### config.mk
export PLATFORM = sky130hd
export DESIGN_NAME = mrcs_ctrl
export DESIGN_NICKNAME = d
export VERILOG_FILES = /design/src/rtl/mrcs_pkg.sv /design/src/rtl/mrcs_ctrl.sv
export SDC_FILE = /design/constraint.sdc
export NUM_CORES = 1
export LEC_CHECK = 0
export ABC_AREA = 0
export BUFFER_PORTS_ARGS = -buffer_cell sky130_fd_sc_hd__buf_2
export CORE_ASPECT_RATIO = 1.4
export CORE_MARGIN = 1
export CORE_UTILIZATION = 45
export CTS_CLUSTER_SIZE = 30
export DETAILED_ROUTE_END_ITERATION = 12
export PLACE_DENSITY_LB_ADDON = 0.25
export RECOVER_POWER = 100
export SETUP_SLACK_MARGIN = 0.2
export SLEW_MARGIN = 20
export SYNTH_ARGS = -nofsm -noshare
export SYNTH_HDL_FRONTEND = slang
export SYNTH_SLANG_ARGS = --single-unit
### constraint.sdc
create_clock -name clock -period 4.05 [get_ports clock]
set_clock_uncertainty 0.05 [all_clocks]
set_input_delay 0.2025 -clock clock [delete_from_list [all_inputs] [get_ports clock]]
set_output_delay 0.2025 -clock clock [all_outputs]
set_load 0.05 [all_outputs]
### src/rtl/mrcs_pkg.sv
// shared types, instruction codes and constants of the mips-i core step block
package mrcs_pkg;

   // request opcodes
   localparam logic [1:0] REQ_RUN = 2'd0;
   localparam logic [1:0] REQ_HWR = 2'd1;
   localparam logic [1:0] REQ_HRD = 2'd2;

   // response status codes
   localparam logic [1:0] ST_OK  = 2'd0;
   localparam logic [1:0] ST_EXC = 2'd1;
   localparam logic [1:0] ST_ILL = 2'd2;

   // exception codes
   localparam logic [4:0] EXC_INT  = 5'd0;
   localparam logic [4:0] EXC_ADEL = 5'd4;
   localparam logic [4:0] EXC_ADES = 5'd5;
   localparam logic [4:0] EXC_SYS  = 5'd8;
   localparam logic [4:0] EXC_BP   = 5'd9;
   localparam logic [4:0] EXC_OV   = 5'd12;

   // primary opcodes
   localparam logic [5:0] OP_SPECIAL = 6'h00;
   localparam logic [5:0] OP_REGIMM  = 6'h01;
   localparam logic [5:0] OP_J       = 6'h02;
   localparam logic [5:0] OP_JAL     = 6'h03;
   localparam logic [5:0] OP_BEQ     = 6'h04;
   localparam logic [5:0] OP_BNE     = 6'h05;
   localparam logic [5:0] OP_BLEZ    = 6'h06;
   localparam logic [5:0] OP_BGTZ    = 6'h07;
   localparam logic [5:0] OP_ADDI    = 6'h08;
   localparam logic [5:0] OP_ADDIU   = 6'h09;
   localparam logic [5:0] OP_SLTI    = 6'h0a;
   localparam logic [5:0] OP_SLTIU   = 6'h0b;
   localparam logic [5:0] OP_ANDI    = 6'h0c;
   localparam logic [5:0] OP_ORI     = 6'h0d;
   localparam logic [5:0] OP_XORI    = 6'h0e;
   localparam logic [5:0] OP_LUI     = 6'h0f;
   localparam logic [5:0] OP_COP0    = 6'h10;
   localparam logic [5:0] OP_LB      = 6'h20;
   localparam logic [5:0] OP_LH      = 6'h21;
   localparam logic [5:0] OP_LWL     = 6'h22;
   localparam logic [5:0] OP_LW      = 6'h23;
   localparam logic [5:0] OP_LBU     = 6'h24;
   localparam logic [5:0] OP_LHU     = 6'h25;
   localparam logic [5:0] OP_LWR     = 6'h26;
   localparam logic [5:0] OP_SB      = 6'h28;
   localparam logic [5:0] OP_SH      = 6'h29;
   localparam logic [5:0] OP_SWL     = 6'h2a;
   localparam logic [5:0] OP_SW      = 6'h2b;
   localparam logic [5:0] OP_SWR     = 6'h2e;

   // special function codes
   localparam logic [5:0] FN_SLL     = 6'h00;
   localparam logic [5:0] FN_SRL     = 6'h02;
   localparam logic [5:0] FN_SRA     = 6'h03;
   localparam logic [5:0] FN_SLLV    = 6'h04;
   localparam logic [5:0] FN_SRLV    = 6'h06;
   localparam logic [5:0] FN_SRAV    = 6'h07;
   localparam logic [5:0] FN_JR      = 6'h08;
   localparam logic [5:0] FN_JALR    = 6'h09;
   localparam logic [5:0] FN_SYSCALL = 6'h0c;
   localparam logic [5:0] FN_BREAK   = 6'h0d;
   localparam logic [5:0] FN_MFHI    = 6'h10;
   localparam logic [5:0] FN_MTHI    = 6'h11;
   localparam logic [5:0] FN_MFLO    = 6'h12;
   localparam logic [5:0] FN_MTLO    = 6'h13;
   localparam logic [5:0] FN_MULT    = 6'h18;
   localparam logic [5:0] FN_MULTU   = 6'h19;
   localparam logic [5:0] FN_DIV     = 6'h1a;
   localparam logic [5:0] FN_DIVU    = 6'h1b;
   localparam logic [5:0] FN_ADD     = 6'h20;
   localparam logic [5:0] FN_ADDU    = 6'h21;
   localparam logic [5:0] FN_SUB     = 6'h22;
   localparam logic [5:0] FN_SUBU    = 6'h23;
   localparam logic [5:0] FN_AND     = 6'h24;
   localparam logic [5:0] FN_OR      = 6'h25;
   localparam logic [5:0] FN_XOR     = 6'h26;
   localparam logic [5:0] FN_NOR     = 6'h27;
   localparam logic [5:0] FN_SLT     = 6'h2a;
   localparam logic [5:0] FN_SLTU    = 6'h2b;

   // coprocessor 0 forms
   localparam logic [4:0] C0_MF  = 5'h00;
   localparam logic [4:0] C0_MT  = 5'h04;
   localparam logic [4:0] C0_CO  = 5'h10;
   localparam logic [5:0] FN_RFE = 6'h10;

   // coprocessor 0 register numbers
   localparam logic [4:0] C0_BADV  = 5'd8;
   localparam logic [4:0] C0_SR    = 5'd12;
   localparam logic [4:0] C0_CAUSE = 5'd13;
   localparam logic [4:0] C0_EPC   = 5'd14;
   localparam logic [4:0] C0_PRID  = 5'd15;

   // fixed addresses and values
   localparam logic [31:0] RESET_PC    = 32'hbfc00000;
   localparam logic [31:0] HANDLER_BEV = 32'hbfc00180;
   localparam logic [31:0] HANDLER_NRM = 32'h80000080;
   localparam logic [31:0] PRID_RESET  = 32'h00000012;

   // execute outcome classes
   localparam logic [2:0] CLS_DONE  = 3'd0;
   localparam logic [2:0] CLS_LOAD  = 3'd1;
   localparam logic [2:0] CLS_STORE = 3'd2;
   localparam logic [2:0] CLS_MUL   = 3'd3;
   localparam logic [2:0] CLS_DIV   = 3'd4;

   // memory read address select
   localparam logic [1:0] MSEL_PC   = 2'd0;
   localparam logic [1:0] MSEL_HOST = 2'd1;
   localparam logic [1:0] MSEL_A0   = 2'd2;
   localparam logic [1:0] MSEL_A1   = 2'd3;

   // controller to datapath commands
   typedef struct packed {
      logic       latch;
      logic       irq;
      logic       host_wr;
      logic       dec;
      logic       exec;
      logic       st_wr;
      logic       w0_lat;
      logic       ld_wb;
      logic       mul_fin;
      logic       div_step;
      logic       div_fin;
      logic       hrd;
      logic [1:0] msel;
   } mrcs_cmd_type;

   // datapath to controller status
   typedef struct packed {
      logic [1:0] op;
      logic [2:0] cls;
   } mrcs_sts_type;

   // instruction legality
   function automatic logic legal_instr(input logic [31:0] iw);
      logic [5:0] p;
      logic [5:0] f;
      logic [4:0] c;
      logic       ok;
      p  = iw[31:26];
      f  = iw[5:0];
      c  = iw[25:21];
      ok = 1'b0;
      case (p) inside
         OP_SPECIAL: begin
            case (f) inside
               FN_SLL, FN_SRL, FN_SRA, FN_SLLV, FN_SRLV, FN_SRAV, FN_JR, FN_JALR,
               FN_SYSCALL, FN_BREAK, [FN_MFHI:FN_MTLO], [FN_MULT:FN_DIVU],
               [FN_ADD:FN_NOR], FN_SLT, FN_SLTU: ok = 1'b1;
               default: ok = 1'b0;
            endcase
         end
         [OP_REGIMM:OP_LUI], [OP_LB:OP_LWR], OP_SB, OP_SH, OP_SWL, OP_SW, OP_SWR:
            ok = 1'b1;
         OP_COP0: ok = (c == C0_MF) || (c == C0_MT) || ((c == C0_CO) && (f == FN_RFE));
         default: ok = 1'b0;
      endcase
      return ok;
   endfunction

endpackage

### src/rtl/mrcs_ctrl.sv
// controller state machine of the mips-i core step block
module mrcs_ctrl (
   input  logic                  clock,
   input  logic                  reset,
   input  logic                  req_valid,
   output logic                  req_ready,
   output logic                  rsp_valid,
   input  logic                  rsp_ready,
   input  mrcs_pkg::mrcs_sts_type sts,
   output mrcs_pkg::mrcs_cmd_type cmd
);
   import mrcs_pkg::*;

   localparam logic [3:0] S_IDLE  = 4'd0;
   localparam logic [3:0] S_DISP  = 4'd1;
   localparam logic [3:0] S_FETCH = 4'd2;
   localparam logic [3:0] S_DEC   = 4'd3;
   localparam logic [3:0] S_EXEC  = 4'd4;
   localparam logic [3:0] S_MEM0  = 4'd5;
   localparam logic [3:0] S_MEM1  = 4'd6;
   localparam logic [3:0] S_MEM2  = 4'd7;
   localparam logic [3:0] S_MULF  = 4'd8;
   localparam logic [3:0] S_DIV   = 4'd9;
   localparam logic [3:0] S_DIVF  = 4'd10;
   localparam logic [3:0] S_HRD   = 4'd11;
   localparam logic [3:0] S_RESP  = 4'd12;

   logic [3:0] state_ff, state_in;
   logic [2:0] cls_ff, cls_in;
   logic [4:0] cnt_ff, cnt_in;

   // next state
   always_comb begin
      state_in = state_ff;
      cls_in   = cls_ff;
      cnt_in   = cnt_ff;
      unique case (state_ff)
         S_IDLE: if (req_valid) state_in = S_DISP;
         S_DISP: begin
            unique case (sts.op)
               REQ_RUN: state_in = S_FETCH;
               REQ_HRD: state_in = S_HRD;
               default: state_in = S_RESP;
            endcase
         end
         S_FETCH: state_in = S_DEC;
         S_DEC:   state_in = S_EXEC;
         S_EXEC: begin
            cls_in = sts.cls;
            cnt_in = '0;
            unique case (sts.cls)
               CLS_LOAD, CLS_STORE: state_in = S_MEM0;
               CLS_MUL:             state_in = S_MULF;
               CLS_DIV:             state_in = S_DIV;
               default:             state_in = S_RESP;
            endcase
         end
         S_MEM0: state_in = S_MEM1;
         S_MEM1: state_in = (cls_ff == CLS_STORE) ? S_RESP : S_MEM2;
         S_MEM2: state_in = S_RESP;
         S_MULF: state_in = S_RESP;
         S_DIV: begin
            cnt_in = cnt_ff + 5'd1;
            if (cnt_ff == 5'd31) state_in = S_DIVF;
         end
         S_DIVF: state_in = S_RESP;
         S_HRD:  state_in = S_RESP;
         S_RESP: if (rsp_ready) state_in = S_IDLE;
         default: state_in = S_IDLE;
      endcase
   end

   // state registers
   always_ff @(posedge clock) begin
      if (reset) begin
         state_ff <= S_IDLE;
         cls_ff   <= CLS_DONE;
         cnt_ff   <= '0;
      end else begin
         state_ff <= state_in;
         cls_ff   <= cls_in;
         cnt_ff   <= cnt_in;
      end
   end

   // handshakes and commands
   assign req_ready = (state_ff == S_IDLE);
   assign rsp_valid = (state_ff == S_RESP);

   always_comb begin
      cmd          = '0;
      cmd.latch    = (state_ff == S_IDLE) && req_valid;
      cmd.irq      = (state_ff == S_DISP) && (sts.op == REQ_RUN);
      cmd.host_wr  = (state_ff == S_DISP) && (sts.op == REQ_HWR);
      cmd.dec      = (state_ff == S_DEC);
      cmd.exec     = (state_ff == S_EXEC);
      cmd.st_wr    = (state_ff == S_MEM1) && (cls_ff == CLS_STORE);
      cmd.w0_lat   = (state_ff == S_MEM1) && (cls_ff == CLS_LOAD);
      cmd.ld_wb    = (state_ff == S_MEM2);
      cmd.mul_fin  = (state_ff == S_MULF);
      cmd.div_step = (state_ff == S_DIV);
      cmd.div_fin  = (state_ff == S_DIVF);
      cmd.hrd      = (state_ff == S_HRD);
      unique case (state_ff)
         S_DISP:  cmd.msel = MSEL_HOST;
         S_MEM0:  cmd.msel = MSEL_A0;
         S_MEM1:  cmd.msel = MSEL_A1;
         default: cmd.msel = MSEL_PC;
      endcase
   end

   // checks
   a_accept_disp: assert property (@(posedge clock) disable iff (reset)
      (req_valid && req_ready) |=> (state_ff == S_DISP))
      else $error("accepted beat did not start dispatch");
   a_resp_hold: assert property (@(posedge clock) disable iff (reset)
      (rsp_valid && !rsp_ready) |=> rsp_valid)
      else $error("result beat dropped while stalled");
   a_resp_idle: assert property (@(posedge clock) disable iff (reset)
      (rsp_valid && rsp_ready) |=> req_ready)
      else $error("block not idle after result beat");
   a_div_count: assert property (@(posedge clock) disable iff (reset)
      (state_ff == S_EXEC && state_in == S_DIV) |=> (cnt_ff == 5'd0))
      else $error("divide counter not cleared");
   a_no_overlap: assert property (@(posedge clock) disable iff (reset)
      !(req_ready && rsp_valid))
      else $error("input and result sides open together");

endmodule

==> results.txt <==
The run finished with clean final reports. The placeable core area is 1800 µm². The number of antenna diodes in the final layout is 0. The number of synthesis warnings is 0. STA classifies the critical path startpoint as a flop. The share of the clock period used by the worst path is 68.8%.

The internal power of the cells totals 0.313 mW. The critical path starts at state_ff[2]$_SDFFE_PP0P_. The area share of the largest cell type after synthesis came out at 27.3%.

Sorting the synthesized cells by area gives the leading types as dfxtp_1, nor2_1, nand2b_1. Gates resized during post-CTS repair numbered 0. The first-pass detailed-route iteration total came out at 4. After detailed placement, the total cell area comes to 992 µm². The worst slack on hold paths came out at 0.201 ns. For this design, the CTS-stage hold fixing added 0 buffers. The number of filler cells placed in the layout came out at 204. The area growth from synthesis to final layout is 10.8%.

The aggregate global-route resource usage came out at 20.4%. The sum of negative setup slack came out at 0 ns. Summed over all nets, the switching power comes to 0.408 mW.

The starting utilization of the core area came out at 48.8%. The final layout contains routed wiring with a total length of 1950 µm. The number of placed instances with taps included came out at 151. The async set or reset register ratio after synthesis is 0%. The actual transition at the worst max-transition pin came out at 1.40 ns. The total grt overflow is 0. The average instance area after synthesis is 7.72 µm². The average wire per standard cell is 12.6 µm. The clock period could shrink to 2.79 ns. The remaining design rule violation count is 0. The maximum number of pins on one net before global-route repair is 18. The hold path startpoint is reset. The number of synthesized flops with an enable pin came out at 0. The CTS tree is built. The via count of the first global-routing pass came out at 751.

The total standard cell area after synthesis is 880 µm². The required time of the critical path is 3.80 ns. The clock insertion delay at the later pin of the skew report came out at 0.26 ns.

After synthesis, the most frequently instantiated cells are nor2_1, dfxtp_1, a21oi_1, nand2b_1, buf_2. After routing the design area is 975 µm². The number of storage elements in the synthesis netlist is 12. CTS saw 12 sinks.

Setup violations remaining at the end of the flow were counted as 0. In the final layout, flip-flops and latches occupy 240 µm². Synthesis produced 114 cells.

After clock tree synthesis, the clock-pin slew on the worst setup and hold paths is 0.06 ns. Buffers added to address setup during post-CTS repair amount to 0. The H-tree depth reported by CTS is 1. dfxtp_1 takes more of the synthesized area than any other cell. The half-perimeter wire length after placement came out at 1450 µm. The static power due to leakage is 0.376 nW.

The post-synthesis cell type count is 41. In this run the worst path has a maximum fanout of 14. The die extent in y came out at 54.3 µm. The initial detailed-routing violation count came out at 14. The I/O pin count came out at 25. STA classifies the critical path endpoint as an output port. In the post-synthesis netlist, the cell with the most instances is nor2_1.

The clock network burns 9.6% of the power. The largest buffer count on any clock path came out at 2. The share of layout cells above drive strength 1 came out at 11.2%.

The count of input and output buffers is 24. The detailed-route via count came out at 868. The critical path is of the flop to output port type.

The tightest slew margin relative to the limit is 5.48%. The count of final max-slew check failures is 0. For this run, the post-layout net count is 147. The number of routed nets with antenna violations came out at 0. The final estimated routing congestion in global placement is 0.701. The number of buffers added by the clock tree synthesis step came out at 3. The post-layout instance count excluding filler cells is 154. Setup repair after global routing left no endpoint under its margin.

The number of maximum-capacitance violations is 0. The switching fraction of total power came out at 56.5%. After detailed routing, the number of vias per cell comes to 5.64. The peak supply drop came out at 435 µV. The fraction of power consumed by sequential logic is 30.3%.

The most used flip-flop cell after synthesis is dfxtp_1. The cell row count came out at 18. The combined area of the multi-input logic cells came out at 571 µm².

The tree is rooted in a clkbuf_4. In this run the critical register-to-register path is launched from state_ff[2]$_SDFFE_PP0P_. The tightest min-delay check is of the input pin to flop type. The die is 39.4 µm wide. The initial antenna violation count was 0. The die covers 2140 µm².

The first-pass GRT wire length came out at 3050 µm. For this design the ratio of total power to cell area is 740 nW/µm². The final hold violation count came out at 0. The sequential-to-total area share from yosys stat is 27.3%.

Combinational logic is responsible for 60.1% of the overall power. The critical path data arrival time is 2.54 ns. The timing-limited maximum frequency is 359 MHz.

The post-synthesis net count is 125.
power groups by stage:
stage | clock, mW | sequential [mW] | combinational (mW)
final | 0.0691 | 0.219 | 0.434
after global routing | 0.0798 | 0.229 | 0.470
after CTS | 0.0741 | 0.226 | 0.454
after detailed placement | 0 | 0.229 | 0.452
after global placement | 0 | 0.228 | 0.449
after floorplan | 0 | 0.163 | 0.437
path summary, 6_finish.rpt:
path	to	slack, ns	cells after the start
setup / recovery	cmd[9]	1.26	2
setup reg to reg	cnt_ff[2]$_SDFFE_PP0P_	1.66	4
hold reg to reg	cnt_ff[3]$_SDFFE_PP0P_	0.42	1
hold / removal	cls_ff[1]$_SDFFE_PP0P_	0.20	2
critical path: stages (launching register included):
cell and delay [ns]:
dfxtp_1 0.58, nor4b_1 1.16, clkbuf_1 0.54
flip-flops by register name, indices dropped and copies added (netlist names):
name	count
state_ff	4
cnt_ff	5
cls_ff	3
cell families after synthesis:
kind of cell	after synthesis	share of synthesized area (%)
AOI/OAI and AO/OA	30	22.6
xor gates and xnor gates	2	1.99
adders and majority gates	2	2.84
buffers and inverters	11	5.40
DFF	12	27.3
muxes	4	4.55
and+or+nand+nor	53	35.3
area by class of cell:
class / instances / share of cell area (%)
Clock buffer: 3 / 2.31
Tap cell: 20 / 2.57
Sequential cell: 12 / 24.6
Multi-Input combinational cell: 91 / 58.5
Inverter: 4 / 1.54
Timing Repair Buffer: 24 / 10.4
through the flow:
stage	utilization (%)	total power, mW	setup slack, ns
floorplan	-	0.600	1.57
global placement	55.1	0.677	2.27
detailed placement	55.1	0.680	2.24
CTS	56.3	0.754	1.94
global route	54.1	0.778	1.10
finish	54.1	0.721	1.26
metal layers:
layer / GRT usage (%) / vias to the layer above / part of all wire [%]
met5: 0 / - / 0
met2: 35.3 / 16 / 51
met1: 24.9 / 394 / 46
li1: - / 456 / -
met3: 1.22 / 2 / 2.7
met4: 10.3 / 0 / 0.77
cells in the final DEF (no fill, tap or decap), types with 3 or more instances in the layout:
master and instances:
a21oi_1 7, a31oi_1 3, and3_1 3, buf_2 9, clkbuf_1 15, clkbuf_4 3
dfxtp_1 12, inv_1 3, mux2i_1 4, nand2_1 3, nand2b_1 7, nand3_1 3
nor2_1 19, nor3b_1 3, o21ai_0 5
Power figures use the tool's default switching activity.
